### config.mk
export PLATFORM = sky130hd
export DESIGN_NAME = planar_runlength_row_decoder
export DESIGN_NICKNAME = d
export VERILOG_FILES = /design/src/rtl/rprd_pkg.sv /design/src/rtl/planar_runlength_row_decoder.sv /design/src/rtl/rprd_queue.sv /design/src/rtl/rprd_front.sv /design/src/rtl/rprd_back.sv
export SDC_FILE = /design/constraint.sdc
export NUM_CORES = 1
export LEC_CHECK = 0
export BUFFER_PORTS_ARGS = -buffer_cell sky130_fd_sc_hd__buf_2
export CORE_ASPECT_RATIO = 0.75
export CORE_UTILIZATION = 66
export CTS_CLUSTER_DIAMETER = 80
export DETAILED_ROUTE_END_ITERATION = 12
export HOLD_SLACK_MARGIN = 0.1
export PLACE_DENSITY = 0.85
export REMOVE_ABC_BUFFERS = 1
export SYNTH_ARGS = -nofsm -noshare
export SYNTH_HDL_FRONTEND = slang
export SYNTH_HIERARCHICAL = 1
export SYNTH_SLANG_ARGS = --single-unit
### constraint.sdc
create_clock -name clk -period 13.3 [get_ports clk]
set_input_delay 2.66 -clock clk [delete_from_list [all_inputs] [get_ports clk]]
set_output_delay 2.66 -clock clk [all_outputs]
set_load 0.005 [all_outputs]
### src/rtl/rprd_pkg.sv
// ----------------------------------------------------------------------------
// rprd_pkg
// Shared types and constants of the planar run-length row decoder.
// ----------------------------------------------------------------------------
`default_nettype none

package rprd_pkg;

	// Field widths.
	localparam int BYTE_W     = 8;
	localparam int COUNT_W    = 3;
	localparam int PLANE_W    = 3;
	localparam int ROW_W      = 10;
	localparam int COL_W      = 8;
	localparam int RUN_W      = 8;
	localparam int CFG_RB_W   = 8;
	localparam int CFG_PL_W   = 4;
	localparam int CFG_RC_W   = 11;
	localparam int CFG_DATA_W = 11;
	localparam int CFG_IDX_W  = 2;

	// Bytes delivered per result.
	localparam int LANES = 4;

	// Register limits and reset values.
	localparam int MAX_PLANES      = 8;
	localparam int MAX_ROWS        = 1024;
	localparam int ROW_BYTES_RST   = 40;
	localparam int PLANE_COUNT_RST = 5;
	localparam int ROW_COUNT_RST   = 256;

	// Header byte codes.
	localparam int HDR_NOP  = 128;
	localparam int REP_BASE = 257;

	// Register indexes.
	localparam logic [CFG_IDX_W-1:0] REG_ROW_BYTES   = 2'd0;
	localparam logic [CFG_IDX_W-1:0] REG_PLANE_COUNT = 2'd1;
	localparam logic [CFG_IDX_W-1:0] REG_ROW_COUNT   = 2'd2;

	// Queue between decoder front and result back end.
	localparam int QDEPTH = 4;
	localparam int QPTR_W = 2;
	localparam int QCNT_W = 3;

	typedef enum logic [1:0] {
		PH_HEADER,
		PH_LITERAL,
		PH_REPEAT,
		PH_SKIP
	} phase_t;

	// Clamped register values as the decoder uses them.
	typedef struct packed {
		logic [CFG_RB_W-1:0] row_bytes;
		logic [CFG_PL_W-1:0] planes;
		logic [CFG_RC_W-1:0] rows;
	} cfg_eff_t;

	// One placed run: n copies of value starting at col.
	typedef struct packed {
		logic [BYTE_W-1:0]  value;
		logic [RUN_W-1:0]   n;
		logic [COL_W-1:0]   col;
		logic [PLANE_W-1:0] plane;
		logic [ROW_W-1:0]   row;
		logic               row_end;
		logic               overrun;
		logic               done;
	} job_t;

	// Queue status seen by its two sides.
	typedef struct packed {
		logic full;
		logic valid;
	} q_stat_t;

endpackage

`default_nettype wire

### src/rtl/planar_runlength_row_decoder.sv
// ----------------------------------------------------------------------------
// planar_runlength_row_decoder
// Byte-run decoder for the body of a row-interleaved planar bitmap.
// ----------------------------------------------------------------------------
// Compressed body bytes enter one item at a time on the s_ side. A header
// below 128 starts a literal run, a header above 128 a repeat run, and a
// header of 128 is skipped. Decoded bytes leave on the m_ side, up to four
// per item, tagged with plane, row and column; m_tlast closes the results of
// one input byte and m_tuser carries the row end, overrun and image done
// flags. Bytes that would pass the end of a row are dropped and flagged.
// Header, skipped and post-image bytes give no result; a literal data byte
// gives one. A repeat run that places n bytes gives ceil(n/4) results, which
// the back end emits one per cycle while the receiver does not stall. A
// queue of four runs separates the decoder front from the back end, so the
// input stalls only once that queue fills. A result passes through the
// queue, the current-run register and the output register; when the
// receiver stalls, it holds in the output register and the queue backs up
// to the input. Reset restores the register defaults (40 bytes, 5 planes,
// 256 rows) and starts decoding at a header, as do defined register writes.
// ----------------------------------------------------------------------------
`default_nettype none

module planar_runlength_row_decoder (
	input  wire logic                              clk,
	input  wire logic                              arst_n,
	// Configuration write port.
	input  wire logic                              cfg_we,
	input  wire logic [rprd_pkg::CFG_IDX_W-1:0]    cfg_index,
	input  wire logic [rprd_pkg::CFG_DATA_W-1:0]   cfg_wdata,
	// Compressed input.
	input  wire logic                              s_tvalid,
	output logic                                   s_tready,
	input  wire logic [7:0]                        s_tdata,  // stream_byte
	// Decoded output.
	output logic                                   m_tvalid,
	input  wire logic                              m_tready,
	// byte_zero, byte_one, byte_two, byte_three, byte_count, plane_index,
	// row_index, column_index
	output logic [55:0]                            m_tdata,
	output logic                                   m_tlast,  // run_end
	output logic [2:0]                             m_tuser   // row_end, overrun, image_done
);
	import rprd_pkg::*;

	logic [CFG_RB_W-1:0] row_bytes_q;
	logic [CFG_PL_W-1:0] plane_count_q;
	logic [CFG_RC_W-1:0] row_count_q;
	logic                clear;
	cfg_eff_t            cfg;
	q_stat_t             q_stat;
	logic                push;
	logic                pop;
	job_t                push_job;
	job_t                pop_job;

	// Only writes to a defined register restart the decoder.
	assign clear = cfg_we && ((cfg_index == REG_ROW_BYTES) ||
		(cfg_index == REG_PLANE_COUNT) || (cfg_index == REG_ROW_COUNT));

	always_ff @(posedge clk or negedge arst_n) begin
		if (!arst_n) begin
			row_bytes_q   <= CFG_RB_W'(ROW_BYTES_RST);
			plane_count_q <= CFG_PL_W'(PLANE_COUNT_RST);
			row_count_q   <= CFG_RC_W'(ROW_COUNT_RST);
		end else if (cfg_we) begin
			unique case (cfg_index)
				REG_ROW_BYTES:   row_bytes_q   <= cfg_wdata[CFG_RB_W-1:0];
				REG_PLANE_COUNT: plane_count_q <= cfg_wdata[CFG_PL_W-1:0];
				REG_ROW_COUNT:   row_count_q   <= cfg_wdata[CFG_RC_W-1:0];
				default: begin
				end
			endcase
		end
	end

	// Out-of-range register values are clamped into the supported range.
	always_comb begin
		cfg.row_bytes = (row_bytes_q == '0) ? CFG_RB_W'(1) : row_bytes_q;
		if (plane_count_q == '0) begin
			cfg.planes = CFG_PL_W'(1);
		end else if (plane_count_q > CFG_PL_W'(MAX_PLANES)) begin
			cfg.planes = CFG_PL_W'(MAX_PLANES);
		end else begin
			cfg.planes = plane_count_q;
		end
		if (row_count_q == '0) begin
			cfg.rows = CFG_RC_W'(1);
		end else if (row_count_q > CFG_RC_W'(MAX_ROWS)) begin
			cfg.rows = CFG_RC_W'(MAX_ROWS);
		end else begin
			cfg.rows = row_count_q;
		end
	end

	rprd_front u_front (
		.clk      (clk),
		.arst_n   (arst_n),
		.clear    (clear),
		.cfg      (cfg),
		.s_tvalid (s_tvalid),
		.s_tready (s_tready),
		.s_tdata  (s_tdata),
		.q_stat   (q_stat),
		.push     (push),
		.push_job (push_job)
	);

	rprd_queue u_queue (
		.clk      (clk),
		.arst_n   (arst_n),
		.push     (push),
		.push_job (push_job),
		.pop      (pop),
		.pop_job  (pop_job),
		.stat     (q_stat)
	);

	rprd_back u_back (
		.clk      (clk),
		.arst_n   (arst_n),
		.q_stat   (q_stat),
		.pop_job  (pop_job),
		.pop      (pop),
		.m_tvalid (m_tvalid),
		.m_tready (m_tready),
		.m_tdata  (m_tdata),
		.m_tlast  (m_tlast),
		.m_tuser  (m_tuser)
	);

endmodule

`default_nettype wire

### src/rtl/rprd_queue.sv
// ----------------------------------------------------------------------------
// rprd_queue
// Small first-in first-out queue of decoded runs.
// ----------------------------------------------------------------------------
`default_nettype none

module rprd_queue (
	input  wire logic            clk,
	input  wire logic            arst_n,
	input  wire logic            push,
	input  wire rprd_pkg::job_t  push_job,
	input  wire logic            pop,
	output rprd_pkg::job_t       pop_job,
	output rprd_pkg::q_stat_t    stat
);
	import rprd_pkg::*;

	job_t              mem_q [QDEPTH];
	logic [QPTR_W-1:0] wr_ptr_q;
	logic [QPTR_W-1:0] rd_ptr_q;
	logic [QCNT_W-1:0] count_q;
	logic              do_push;
	logic              do_pop;

	assign stat.full  = (count_q == QCNT_W'(QDEPTH));
	assign stat.valid = (count_q != '0);
	assign do_push    = push && !stat.full;
	assign do_pop     = pop && stat.valid;
	assign pop_job    = mem_q[rd_ptr_q];

	always_ff @(posedge clk) begin
		if (do_push) begin
			mem_q[wr_ptr_q] <= push_job;
		end
	end

	always_ff @(posedge clk or negedge arst_n) begin
		if (!arst_n) begin
			wr_ptr_q <= '0;
			rd_ptr_q <= '0;
			count_q  <= '0;
		end else begin
			if (do_push) begin
				wr_ptr_q <= wr_ptr_q + 1'b1;
			end
			if (do_pop) begin
				rd_ptr_q <= rd_ptr_q + 1'b1;
			end
			if (do_push && !do_pop) begin
				count_q <= count_q + 1'b1;
			end else if (do_pop && !do_push) begin
				count_q <= count_q - 1'b1;
			end
		end
	end

endmodule

`default_nettype wire

### src/rtl/rprd_front.sv
// ----------------------------------------------------------------------------
// rprd_front
// Accepts compressed bytes, tracks header and run phases and places each
// data byte or repeat run into the row, plane and column grid.
// ----------------------------------------------------------------------------
`default_nettype none

module rprd_front (
	input  wire logic                          clk,
	input  wire logic                          arst_n,
	input  wire logic                          clear,
	input  wire rprd_pkg::cfg_eff_t            cfg,
	input  wire logic                          s_tvalid,
	output logic                               s_tready,
	input  wire logic [rprd_pkg::BYTE_W-1:0]   s_tdata,
	input  wire rprd_pkg::q_stat_t             q_stat,
	output logic                               push,
	output rprd_pkg::job_t                     push_job
);
	import rprd_pkg::*;

	phase_t             phase_q, phase_d;
	logic [RUN_W-1:0]   remaining_q, remaining_d;
	logic [COL_W-1:0]   column_q, column_d;
	logic [PLANE_W-1:0] plane_q, plane_d;
	logic [ROW_W-1:0]   row_q, row_d;
	logic               finished_q, finished_d;

	logic               step;
	logic [BYTE_W-1:0]  v;
	logic [RUN_W-1:0]   rem_dec;
	logic [COL_W:0]     col_next;
	logic               lit_end;
	logic [COL_W-1:0]   space;
	logic               rep_ovr;
	logic               rep_end;
	logic [RUN_W-1:0]   rep_n;
	logic [CFG_PL_W-1:0] plane_inc;
	logic [CFG_RC_W-1:0] row_inc;
	logic               wrap;
	logic               adv_done;

	assign v = s_tdata;

	// Data phases need a queue slot; header and skipped bytes do not.
	assign s_tready = finished_q || !q_stat.full ||
		(phase_q == PH_HEADER) || (phase_q == PH_SKIP);
	assign step = s_tvalid && s_tready && !finished_q;

	assign rem_dec  = remaining_q - 1'b1;
	assign col_next = {1'b0, column_q} + 1'b1;
	assign lit_end  = (col_next >= {1'b0, cfg.row_bytes});

	// The column always stays below the row length, so space is at least one.
	assign space   = cfg.row_bytes - column_q;
	assign rep_ovr = (remaining_q > space);
	assign rep_end = (remaining_q >= space);
	assign rep_n   = rep_ovr ? space : remaining_q;

	assign plane_inc = {1'b0, plane_q} + 1'b1;
	assign row_inc   = {1'b0, row_q} + 1'b1;
	assign wrap      = (plane_inc >= cfg.planes);
	assign adv_done  = wrap && (row_inc >= cfg.rows);

	// Next phase.
	always_comb begin
		phase_d = phase_q;
		unique case (phase_q)
			PH_HEADER: begin
				if (v < BYTE_W'(HDR_NOP)) begin
					phase_d = PH_LITERAL;
				end else if (v > BYTE_W'(HDR_NOP)) begin
					phase_d = PH_REPEAT;
				end
			end
			PH_LITERAL: begin
				if (lit_end) begin
					phase_d = (rem_dec != '0) ? PH_SKIP : PH_HEADER;
				end else if (rem_dec == '0) begin
					phase_d = PH_HEADER;
				end
			end
			PH_REPEAT: begin
				phase_d = PH_HEADER;
			end
			PH_SKIP: begin
				if (remaining_q <= RUN_W'(1)) begin
					phase_d = PH_HEADER;
				end
			end
			default: phase_d = PH_HEADER;
		endcase
	end

	// Counters and the run handed to the back end.
	always_comb begin
		push           = 1'b0;
		push_job.value = v;
		push_job.n     = RUN_W'(1);
		push_job.col   = column_q;
		push_job.plane = plane_q;
		push_job.row   = row_q;
		push_job.row_end = 1'b0;
		push_job.overrun = 1'b0;
		push_job.done    = 1'b0;
		remaining_d = remaining_q;
		column_d    = column_q;
		plane_d     = plane_q;
		row_d       = row_q;
		finished_d  = finished_q;
		unique case (phase_q)
			PH_HEADER: begin
				if (v < BYTE_W'(HDR_NOP)) begin
					remaining_d = v + 1'b1;
				end else if (v > BYTE_W'(HDR_NOP)) begin
					remaining_d = RUN_W'(9'(REP_BASE) - {1'b0, v});
				end
			end
			PH_LITERAL: begin
				push             = step;
				push_job.row_end = lit_end;
				push_job.overrun = lit_end && (rem_dec != '0);
				push_job.done    = lit_end && adv_done;
				remaining_d      = rem_dec;
				column_d         = lit_end ? '0 : col_next[COL_W-1:0];
				if (lit_end) begin
					plane_d    = wrap ? '0 : plane_inc[PLANE_W-1:0];
					row_d      = wrap ? row_inc[ROW_W-1:0] : row_q;
					finished_d = adv_done;
				end
			end
			PH_REPEAT: begin
				push             = step;
				push_job.n       = rep_n;
				push_job.row_end = rep_end;
				push_job.overrun = rep_ovr;
				push_job.done    = rep_end && adv_done;
				remaining_d      = '0;
				column_d         = rep_end ? '0 : column_q + rep_n;
				if (rep_end) begin
					plane_d    = wrap ? '0 : plane_inc[PLANE_W-1:0];
					row_d      = wrap ? row_inc[ROW_W-1:0] : row_q;
					finished_d = adv_done;
				end
			end
			PH_SKIP: begin
				remaining_d = (remaining_q != '0) ? rem_dec : '0;
			end
			default: begin
				remaining_d = remaining_q;
			end
		endcase
	end

	always_ff @(posedge clk or negedge arst_n) begin
		if (!arst_n) begin
			phase_q     <= PH_HEADER;
			remaining_q <= '0;
			column_q    <= '0;
			plane_q     <= '0;
			row_q       <= '0;
			finished_q  <= 1'b0;
		end else if (clear) begin
			phase_q     <= PH_HEADER;
			remaining_q <= '0;
			column_q    <= '0;
			plane_q     <= '0;
			row_q       <= '0;
			finished_q  <= 1'b0;
		end else if (step) begin
			phase_q     <= phase_d;
			remaining_q <= remaining_d;
			column_q    <= column_d;
			plane_q     <= plane_d;
			row_q       <= row_d;
			finished_q  <= finished_d;
		end
	end

endmodule

`default_nettype wire

### src/rtl/rprd_back.sv
// ----------------------------------------------------------------------------
// rprd_back
// Takes placed runs from the queue and emits them in groups of up to four
// bytes through a registered output stage.
// ----------------------------------------------------------------------------
`default_nettype none

module rprd_back (
	input  wire logic              clk,
	input  wire logic              arst_n,
	input  wire rprd_pkg::q_stat_t q_stat,
	input  wire rprd_pkg::job_t    pop_job,
	output logic                   pop,
	output logic                   m_tvalid,
	input  wire logic              m_tready,
	output logic [55:0]            m_tdata,
	output logic                   m_tlast,
	output logic [2:0]             m_tuser
);
	import rprd_pkg::*;

	job_t               cur_q;
	logic               busy_q;
	logic               out_valid_q;
	logic [55:0]        out_data_q;
	logic               out_last_q;
	logic [2:0]         out_user_q;

	logic               advance;
	logic               last;
	logic [COUNT_W-1:0] cnt;
	logic [BYTE_W-1:0]  lane_byte [LANES];

	assign last    = (cur_q.n <= RUN_W'(LANES));
	assign cnt     = last ? cur_q.n[COUNT_W-1:0] : COUNT_W'(LANES);
	assign advance = busy_q && (!out_valid_q || m_tready);
	assign pop     = q_stat.valid && (!busy_q || (advance && last));

	// Lanes past the count read as zero.
	always_comb begin
		for (int i = 0; i < LANES; i++) begin
			lane_byte[i] = (cnt > COUNT_W'(i)) ? cur_q.value : '0;
		end
	end

	always_ff @(posedge clk) begin
		if (pop) begin
			cur_q <= pop_job;
		end else if (advance) begin
			cur_q.n   <= cur_q.n - RUN_W'(cnt);
			cur_q.col <= cur_q.col + COL_W'(cnt);
		end
		if (advance) begin
			out_data_q <= {cur_q.col, cur_q.row, cur_q.plane, cnt,
				lane_byte[3], lane_byte[2], lane_byte[1], lane_byte[0]};
			out_last_q <= last;
			out_user_q <= {last && cur_q.done, last && cur_q.overrun,
				last && cur_q.row_end};
		end
	end

	always_ff @(posedge clk or negedge arst_n) begin
		if (!arst_n) begin
			busy_q      <= 1'b0;
			out_valid_q <= 1'b0;
		end else begin
			if (pop) begin
				busy_q <= 1'b1;
			end else if (advance && last) begin
				busy_q <= 1'b0;
			end
			if (advance) begin
				out_valid_q <= 1'b1;
			end else if (m_tready) begin
				out_valid_q <= 1'b0;
			end
		end
	end

	assign m_tvalid = out_valid_q;
	assign m_tdata  = out_data_q;
	assign m_tlast  = out_last_q;
	assign m_tuser  = out_user_q;

endmodule

`default_nettype wire
==> results.py, run 1 <==
metrics = {
    "place": {
        "port_buffers": 87,
        "place_area_sq_um": 15900,
        "place_congestion": 0.950,
        "dp_hpwl_um": 20600,
    },
    "synthesis": {
        "synth.cell_area_sq_um": 15400,
        "synth_edf_count": 260,
        "ys_seq_elements": 324,
        "syn_inst": 1070,
        "synth_area_leader_cell": "edfxtp_1",
        "yosysUniqueCellTypes": 92,
        "postSynthAreaPerCell_sq_um": 14.3,
        "synthArstFlopShare": 0.198,
        "synthFlopType": "edfxtp_1",
        "yosysSeqAreaShare": 0.613,
        "synth.area.top_cells": "edfxtp_1 (51%), dfrtp_1 (9.6%), mux4_2 (5.6%)",
        "synth_top_cell_area_share": 0.509,
        "synth-warning-count": 6,
    },
    "sta": {
        "setup_tns_ns": 0,
        "whs_ns": 0.418,
        "period_needed_ns": 5.47,
        "rsz0062_at_grt": "false",
        "slew_violations": 0,
        "clock.fmax_mhz": 183,
        "max_slew_margin": 0.240,
        "hold_viol_final": 0,
        "worst_pin_slew_ns": 1.13,
        "final.period_utilization": 0.412,
        "finClkSkew_ns": 0.0148,
        "finalSetupViolations": 0,
    },
    "cts": {
        "cts_max_path_buffers": 3,
        "holdBufCountCts": 0,
        "cts_root_buf": "clkbuf_16",
        "cts_tree": "done",
        "clkLatencyLatePin_ns": 0.56,
        "postCtsSetupBuffers": 0,
        "cts_buffers": 29,
        "clkSinkCount": 324,
        "post_cts_resized": 0,
        "clk_pin_slew_worst_paths_ns": 0.07,
        "htree_levels": 1,
    },
    "detailed_routing": {
        "wirelength_um": 32100,
        "drc": 0,
        "drt_iter0_drc": 1064,
        "viasPerCell": 6.31,
        "vias": 9212,
        "routedWlPerCell_um": 22.0,
        "drt_first_pass_iters": 5,
        "antenna_left": 0,
    },
    "worst_setup_path": {
        "rr_startpoint": "row_bytes_q[3]",
        "r2r_setup_slack_ns": 7.83,
        "r2r_cells": 27,
        "critPathMaxFanout": 14,
        "r2r_end": "u_front/column_q[7]",
        "start_kind": "flop",
        "cp-end-kind": "flop",
        "crit_buf_inv": 4,
        "cp_top_family": "compound AO/OA/AOI/OAI gates",
        "cp.required_ns": 13.77,
        "worstPathArrival_ns": 5.94,
        "critPathMaxStageDelay_ns": 0.56,
        "critical-path-slowest-cell": "dfstp_2",
        "criticalPathCategory": "flop to flop",
    },
    "layout": {
        "final_net_count": 1242,
        "fin_area_sq_um": 16800,
        "layout.area.seq_sq_um": 9420,
        "layout_commonest_cell": "edfxtp_1",
        "diodes": 0,
        "final_cell_mix": "edfxtp_1 (260), buf_2 (87), ha_1 (67), inv_1 (59), dfrtp_1 (58)",
        "fillers": 1339,
        "area_growth_pct": 9.52,
        "drive_gt1_frac": 0.218,
        "multiInputGateArea_sq_um": 5390,
    },
    "outcome": {
        "status": "completed",
    },
    "global_route": {
        "overflow": 0,
        "grt_first_pass_wirelength_um": 50600,
        "antenna_found_initial": 0,
        "grt_max_degree": 65,
        "grt_pass1_vias": 9102,
        "grtUsageTotal": 0.281,
    },
    "floorplan": {
        "die_y_um": 134,
        "dieWidth_um": 178,
        "initial_core_util": 0.683,
        "io_pins": 88,
        "core.rowCount": 47,
        "core-area_sq_um": 22500,
        "die_area_sq_um": 23900,
    },
    "power_and_ir_drop": {
        "vdd_drop_max_v": 0.000116,
        "leakagePower_nw": 6.40,
        "pwr-share-seq": 0.441,
        "power.share.clock": 0.253,
        "comb_power_share": 0.306,
        "intPower_w": 0.00217,
        "power_switching_w": 0.00107,
        "p_per_area_nw_per_um2": 193,
        "p_sw_frac": 0.330,
    },
    "job": {
        "drv_cap": 0,
    },
    "worst_hold_path": {
        "hp-class": "flop to flop",
        "holdPathStages": 0,
        "hold_end": "u_back/m_tdata[45]",
        "hp-start": "u_back/cur_q[10]",
    },
}
state kept, by name, summed over array words and instances, names as in the netlist:
signal,count
u_front/column_q,8
row_count_q,11
u_front/remaining_q,8
u_back/m_tuser,3
u_queue/wr_ptr_q,2
u_queue/count_q,3
u_back/cur_q,40
plane_count_q,4
u_front/phase_q,2
u_front/finished_q,1
u_back/busy_q,1
u_back/m_tvalid,1
u_front/plane_q,3
row_bytes_q,8
u_queue/mem_q,160
u_back/m_tlast,1
u_back/m_tdata,56
u_front/row_q,10
u_queue/rd_ptr_q,2
Yosys cell counts (all sizes together) (4+ instances only):
| cell | n |
|---|---|
| nor3b | 6 |
| edfxtp | 260 |
| inv | 61 |
| and3 | 11 |
| dfrtp | 59 |
| o31ai | 6 |
| a21boi | 4 |
| a21o | 12 |
| and2 | 34 |
| nor2 | 43 |
| mux2 | 37 |
| a41oi | 4 |
| buf | 24 |
| xnor2 | 34 |
| dfstp | 5 |
| ha | 67 |
| nor3 | 23 |
| mux4 | 40 |
| nand2 | 45 |
| o21ai | 42 |
| nor4 | 13 |
| xor2 | 14 |
| o21a | 7 |
| nand2b | 11 |
| or2 | 4 |
| or3 | 5 |
| a31oi | 7 |
| o211ai | 5 |
| nor2b | 37 |
| nor4b | 8 |
| a21oi | 39 |
| clkbuf | 26 |
| nand3 | 25 |
area by class of cell:
class                      count  area share
timing repair buffer          95      0.0295
tap                          294      0.0219
clock buffer                  35      0.0445
sequential                   324       0.560
clock inverter                16     0.00982
inverter                      62      0.0138
multi-input combinational    634       0.320
worst reg2reg max path, cell delays in order (launching register included):
cell	delay, ns
dfstp_2	0.56
nor3_1	0.05
a21o_1	0.20
inv_1	0.06
ha_1	0.17
inv_1	0.06
fa_1	0.39
a21o_1	0.17
a21oi_1	0.23
o21bai_1	0.09
a21oi_1	0.18
xnor2_1	0.17
inv_1	0.08
ha_1	0.30
nand2_1	0.07
o21ai_1	0.14
o22ai_2	0.51
nor2_1	0.08
a21oi_1	0.31
inv_1	0.08
ha_1	0.28
a21oi_1	0.23
o211ai_1	0.17
nor4_1	0.21
nor3_1	0.12
xnor2_1	0.15
xnor2_1	0.15
o31ai_1	0.18
how the worst max path moves through the flow:
stage                         from                  end  slack (ns)  depth (start not counted)
floorplan                 m_tready   u_queue/count_q[2]        8.07                         11
detailed placement  row_bytes_q[3]  u_front/column_q[6]        7.94                         27
global route        row_bytes_q[5]  u_front/column_q[7]        7.44                         27
finish              row_bytes_q[3]  u_front/column_q[7]        7.83                         27
CTS                 row_bytes_q[3]  u_front/column_q[6]        7.93                         27
global placement    row_bytes_q[3]  u_front/column_q[7]        8.22                         27
routing by layer:
layer	wire (um)	vias to the layer above	global-route usage	part of all wire
li1	-	4158	-	-
met1	13900	4532	0.418	0.43
met2	14900	462	0.431	0.46
met3	2620	60	0.0468	0.081
met4	739	0	0.0840	0.023
met5	0	-	0	0
through the flow:
| step | power (W) | util | cells | setup slack, ns |
|---|---|---|---|---|
| final | 0.00324 | 0.749 | 1460 | 7.83 |
| after global routing | 0.00340 | 0.749 | 1460 | 7.44 |
| after CTS | 0.00324 | 0.749 | 1460 | 7.93 |
| after detailed placement | 0.00241 | 0.708 | 1409 | 7.94 |
| after global placement | 0.00236 | 0.708 | 1409 | 8.22 |
| after floorplan | 0.00213 | - | 1020 | 8.07 |
cells by family (layout without fill, tap and decap cells):
logic type,count (synthesis),count (layout),synth area share
compound gates,160,160,0.0716
xor+xnor,48,48,0.0274
fa+ha+maj,70,70,0.0585
buf+inv,112,208,0.0364
flops,324,324,0.613
mux,80,80,0.0895
other cells,1,1,0.000244
simple gates,275,275,0.103
power by group through the flow:
| stage | Clock, W | Sequential (W) | Combinational, W |
|---|---|---|---|
| floorplan | 0 | 0.00143 | 0.000702 |
| global placement | 0 | 0.00143 | 0.000930 |
| detailed placement | 0 | 0.00144 | 0.000963 |
| CTS | 0.000830 | 0.00143 | 0.000982 |
| global route | 0.000865 | 0.00145 | 0.00109 |
| finish | 0.000819 | 0.00143 | 0.000992 |
No activity file was read; power rests on OpenSTA's default activity.
==> inputs of run 2 (changes only) <==
--- a/config.mk
+++ b/config.mk
@@ -7,11 +7,11 @@
 export LEC_CHECK = 0
 export BUFFER_PORTS_ARGS = -buffer_cell sky130_fd_sc_hd__buf_2
 export CORE_ASPECT_RATIO = 0.75
-export CORE_UTILIZATION = 66
+export CORE_UTILIZATION = 61
 export CTS_CLUSTER_DIAMETER = 80
 export DETAILED_ROUTE_END_ITERATION = 12
 export HOLD_SLACK_MARGIN = 0.1
-export PLACE_DENSITY = 0.85
+export PLACE_DENSITY = 0.8
 export REMOVE_ABC_BUFFERS = 1
 export SYNTH_ARGS = -nofsm -noshare
 export SYNTH_HDL_FRONTEND = slang
==> constraint.sdc (replaced) <==
create_clock -name clk -period 5.4 [get_ports clk]
set_input_delay 1.08 -clock clk [delete_from_list [all_inputs] [get_ports clk]]
set_output_delay 1.08 -clock clk [all_outputs]
set_load 0.005 [all_outputs]
==> run 2 against run 1 <==
  * Register-to-register slack got worse by 7.5 ns
  * Sequential power grew 150%
  * Combinational power increased to 2.6 times the previous value
  * Sequential share of layout area is 0.78 points lower
  * Critical path type unchanged
  * Highest routed layer unchanged
==> results.py, run 2 (synthesis gave the netlist of run 1 again) <==
metrics = {
    "place": {
        "dpl_worst_slack_ns": -0.0481,
        "port_buffers": 87,
        "dp_hpwl_um": 20000,
        "place_congestion": 0.934,
    },
    "power_and_ir_drop": {
        "leakagePower_nw": 6.48,
        "comb_power_share": 0.313,
        "power.share.clock": 0.256,
        "fin_total_pwr_w": 0.00816,
        "p_sw_frac": 0.330,
        "vdd_drop_max_v": 0.000268,
        "p_per_area_nw_per_um2": 479,
        "intPower_w": 0.00547,
        "pwr-share-seq": 0.431,
        "power_switching_w": 0.00269,
    },
    "cts": {
        "clkLatencyLatePin_ns": 0.57,
        "clk_pin_slew_worst_paths_ns": 0.06,
        "cts_tree": "done",
        "htree_levels": 1,
        "clkSinkCount": 324,
        "cts_root_buf": "clkbuf_16",
        "cts_max_path_buffers": 3,
        "cts_buffers": 30,
    },
    "sta": {
        "max_slew_margin": 0.257,
        "final.period_utilization": 0.942,
        "hold_viol_final": 0,
        "slew_violations": 0,
        "setup_tns_ns": 0,
        "period_needed_ns": 5.08,
        "layout_setup_ws_ns": 0.316,
        "finalSetupViolations": 0,
        "worst_pin_slew_ns": 1.11,
        "finClkSkew_ns": 0.0247,
        "clock.fmax_mhz": 197,
    },
    "global_route": {
        "grt_first_pass_wirelength_um": 47500,
        "grtUsageTotal": 0.240,
        "grt_pass1_vias": 8504,
        "antenna_found_initial": 0,
        "grt_max_degree": 62,
        "overflow": 0,
    },
    "detailed_routing": {
        "antenna_left": 0,
        "vias": 9007,
        "viasPerCell": 5.97,
        "drt_first_pass_iters": 5,
        "drt_iter0_drc": 898,
        "routedWlPerCell_um": 20.0,
        "wirelength_um": 30100,
        "drc": 0,
    },
    "layout": {
        "final_net_count": 1249,
        "drive_gt1_frac": 0.234,
        "top_register": "u_queue/mem_q",
        "final_cell_mix": "edfxtp_1 (260), buf_2 (87), ha_1 (67), inv_1 (59), dfrtp_1 (58)",
        "largest_reg_flops": 160,
        "layout_commonest_cell": "edfxtp_1",
        "area_growth_pct": 11.1,
        "diodes": 0,
    },
    "worst_setup_path": {
        "cp-end-kind": "flop",
        "critical-path-slowest-cell": "dfstp_2",
        "start_kind": "flop",
        "path_common_cell": "inv_1",
        "worstPathArrival_ns": 5.52,
        "critPathMaxFanout": 6,
        "cp_top_family": "compound AO/OA/AOI/OAI gates",
        "criticalPathCategory": "flop to flop",
        "critPathMaxStageDelay_ns": 0.56,
        "cp.required_ns": 5.84,
        "crit_buf_inv": 5,
    },
    "floorplan": {
        "core-area_sq_um": 24300,
        "dieWidth_um": 185,
        "die_y_um": 139,
        "initial_core_util": 0.631,
        "io_pins": 88,
        "die_area_sq_um": 25800,
        "core.rowCount": 49,
    },
    "outcome": {
        "status": "completed",
    },
    "worst_hold_path": {
        "hp-class": "flop to flop",
    },
    "job": {
        "drv_cap": 0,
    },
}
run 2: metrics by stage:
stage | area [sq um] | hold slack (ns) | cells | util
6_report | 17100 | 0.401 | 1508 | 0.701
3_5_place_dp | 15900 | 0.405 | 1446 | 0.655
5_1_grt | 17100 | 0.426 | 1508 | 0.701
4_1_cts | 16900 | 0.397 | 1502 | 0.696
2_1_floorplan | 15000 | 0.400 | 1020 | -
3_3_place_gp | 15900 | 0.403 | 1446 | 0.655
run 2: final timing paths:
kind | start | to | slack [ns] | depth (start not counted)
setup / recovery | row_bytes_q[3] | u_front/column_q[6] | 0.32 | 28
hold / removal | u_back/cur_q[3] | u_back/m_tdata[38] | 0.40 | 0
setup reg to reg | row_bytes_q[3] | u_front/column_q[6] | 0.32 | 28
hold reg to reg | u_back/cur_q[3] | u_back/m_tdata[38] | 0.40 | 0
max in group asynchronous | arst_n | u_queue/rd_ptr_q[0] | 3.85 | 2
min in group asynchronous | arst_n | u_front/remaining_q[3] | 0.59 | 1
run 2: cell type report:
class                           count  area (sq um)
Clock buffer                       37           777
Inverter                           62           233
Clock inverter                     19           213
Sequential cell                   324          9420
Multi-Input combinational cell    635          5460
Fill cell                        1618          7290
Timing Repair Buffer              100           537
Tap cell                          331           414
run 2: timing repair:
action / 4_1_cts / 5_1_grt
cloned: 0 / 1
setup endpoints to repair: 1 / 5
pin swaps: 0 / 8
gates resized for setup: 2 / 15
buffers inserted: 0 / 5
hold buffers: 0 / 0
run 2: power groups by stage:
stage          clock network, W  registers (W)  logic, W
3_5_place_dp                  0        0.00357   0.00237
2_1_floorplan                 0        0.00352   0.00173
4_1_cts                 0.00213        0.00352   0.00241
3_3_place_gp                  0        0.00354   0.00230
5_1_grt                 0.00222        0.00357   0.00280
6_report                0.00209        0.00352   0.00255
run 2: per-layer routing:
metal / part of all wire / wire length [um] / track usage
met1: 0.46 / 13900 / 0.378
met2: 0.45 / 13600 / 0.362
met3: 0.068 / 2040 / 0.0275
met4: 0.019 / 573 / 0.0539
met5: 0 / 0 / 0
==> inputs of run 3 (changes only) <==
--- a/config.mk
+++ b/config.mk
@@ -5,11 +5,11 @@
 export SDC_FILE = /design/constraint.sdc
 export NUM_CORES = 1
 export LEC_CHECK = 0
-export BUFFER_PORTS_ARGS = -buffer_cell sky130_fd_sc_hd__buf_2
 export CORE_ASPECT_RATIO = 0.75
-export CORE_UTILIZATION = 61
+export CORE_UTILIZATION = 64
 export CTS_CLUSTER_DIAMETER = 80
 export DETAILED_ROUTE_END_ITERATION = 12
+export DONT_BUFFER_PORTS = 1
 export HOLD_SLACK_MARGIN = 0.1
 export PLACE_DENSITY = 0.8
 export REMOVE_ABC_BUFFERS = 1
==> run 3 against run 2 <==
  * Utilization rose by 1.3 points
  * Routed wire length grew 1.4%
  * Global-route usage is 1.2 points higher
  * Non-clock buffer count down 85
  * Power decreased by 0.32%
  * Sequential share of layout area grew 1.6 points
  * Flip-flop and latch count unchanged
  * Critical endpoint unchanged
==> results.py, run 3 (synthesis gave the netlist of run 1 again) <==
metrics = {
    "layout": {
        "top_register": "u_queue/mem_q",
        "drive_gt1_frac": 0.178,
        "final_cell_mix": "edfxtp_1 (260), ha_1 (67), inv_1 (59), dfrtp_1 (58), nand2_1 (43)",
        "fin_area_sq_um": 16600,
        "area_growth_pct": 7.99,
        "largest_reg_flops": 160,
        "fillers": 1437,
        "diodes": 0,
        "layout_commonest_cell": "edfxtp_1",
        "final_net_count": 1164,
    },
    "worst_setup_path": {
        "criticalPathCategory": "flop to flop",
        "critical-path-slowest-cell": "dfstp_2",
        "critPathMaxStageDelay_ns": 0.56,
        "start_kind": "flop",
        "critPathMaxFanout": 6,
        "cp-end-kind": "flop",
        "path_common_cell": "inv_1",
        "worstPathArrival_ns": 5.56,
        "cp.required_ns": 5.84,
        "rr_startpoint": "row_bytes_q[3]",
        "crit_start": "row_bytes_q[3]",
    },
    "sta": {
        "period_needed_ns": 5.11,
        "clock.fmax_mhz": 196,
        "finalSetupViolations": 0,
        "worst_pin_slew_ns": 1.16,
        "setup_tns_ns": 0,
        "max_slew_margin": 0.224,
        "hold_viol_final": 0,
        "rsz0062_at_grt": "true",
        "final.period_utilization": 0.947,
        "finClkSkew_ns": 0.0254,
        "slew_violations": 0,
        "layout_setup_ws_ns": 0.285,
    },
    "floorplan": {
        "die_area_sq_um": 24600,
        "io_pins": 88,
        "core-area_sq_um": 23200,
        "initial_core_util": 0.661,
        "core.rowCount": 48,
        "dieWidth_um": 181,
        "die_y_um": 136,
    },
    "cts": {
        "clkLatencyLatePin_ns": 0.58,
        "cts_max_path_buffers": 3,
        "cts_tree": "done",
        "clkSinkCount": 324,
        "holdBufCountCts": 0,
        "cts_buffers": 30,
        "htree_levels": 1,
        "cts_root_buf": "clkbuf_16",
        "clk_pin_slew_worst_paths_ns": 0.06,
    },
    "global_route": {
        "antenna_found_initial": 0,
        "grt_pass1_vias": 8522,
        "grt_first_pass_wirelength_um": 47400,
        "grtUsageTotal": 0.252,
        "overflow": 0,
        "grt_max_degree": 65,
    },
    "job": {
        "drv_cap": 0,
    },
    "place": {
        "dp_hpwl_um": 19900,
        "dpl_worst_slack_ns": 0.0353,
        "port_buffers": 0,
        "place_congestion": 0.900,
        "place_area_sq_um": 15500,
    },
    "detailed_routing": {
        "drt_first_pass_iters": 5,
        "antenna_left": 0,
        "drt_iter0_drc": 750,
        "routedWlPerCell_um": 21.9,
        "viasPerCell": 6.33,
        "wirelength_um": 30500,
        "vias": 8817,
        "drc": 0,
    },
    "power_and_ir_drop": {
        "vdd_drop_max_v": 0.000321,
        "p_per_area_nw_per_um2": 491,
        "leakagePower_nw": 6.16,
        "fin_total_pwr_w": 0.00813,
    },
    "worst_hold_path": {
        "hp-class": "primary input to asynchronous set/reset pin",
    },
    "outcome": {
        "status": "completed",
    },
}
## run 3: timing repair
item / in CTS / in global routing
cloned: 0 / 1
setup buffers: 0 / 8
setup endpoints to repair: 2 / 4
gates resized for setup: 1 / 17
pin swaps: 0 / 12
## run 3: power by group
group,switching [W],leakage [nW],internal (W)
registers,0.000332,3.29,0.00320
clock network,0.000892,0.485,0.00118
logic,0.00144,2.39,0.00109
## run 3: final timing paths
path / cells past startpoint / to / slack, ns
max: 28 / u_front/column_q[6] / 0.29
min: 0 / u_queue/count_q[0] / 0.21
max reg2reg: 28 / u_front/column_q[6] / 0.29
min reg2reg: 0 / u_back/m_tdata[42] / 0.42
max in group asynchronous: 0 / row_bytes_q[3] / 5.00
min in group clk: 0 / u_back/m_tdata[42] / 0.42
## run 3: layout make-up
type                            instances  area [sq um]  area share
Multi-Input combinational cell        635          5460       0.329
Sequential cell                       324          9420       0.568
Tap cell                              300           375      0.0226
Inverter                               62           233      0.0140
Clock inverter                         14           150     0.00906
Timing Repair Buffer                   15           113     0.00679
Clock buffer                           42           836      0.0504
## run 3: layer usage
| layer | up-vias | share of wire | track usage |
|---|---|---|---|
| met5 | - | 0 | 0.00200 |
| met4 | 0 | 0.023 | 0.0665 |
| met3 | 47 | 0.079 | 0.0480 |
| met2 | 397 | 0.45 | 0.383 |
| met1 | 4371 | 0.45 | 0.377 |
| li1 | 4002 | - | - |
## run 3: worst max-delay path: cells and delay by family (launching register included)
family                   cells  cell delay, ns
AND/OR/NAND/NOR              6            0.78
flip-flops                   1            0.56
buffers and inverters        4            0.28
XOR/XNOR                     1            0.17
AO/OA/AOI/OAI               12            1.99
adder cells (fa/ha/maj)      5            1.23
## run 3: per-stage QoR
| step | utilization | cells | hold WS, ns |
|---|---|---|---|
| floorplan | - | 1020 | 0.400 |
| global placement | 0.665 | 1327 | 0.404 |
| detailed placement | 0.665 | 1327 | 0.405 |
| CTS | 0.708 | 1383 | 0.187 |
| global route | 0.713 | 1392 | 0.182 |
| finish | 0.713 | 1392 | 0.214 |
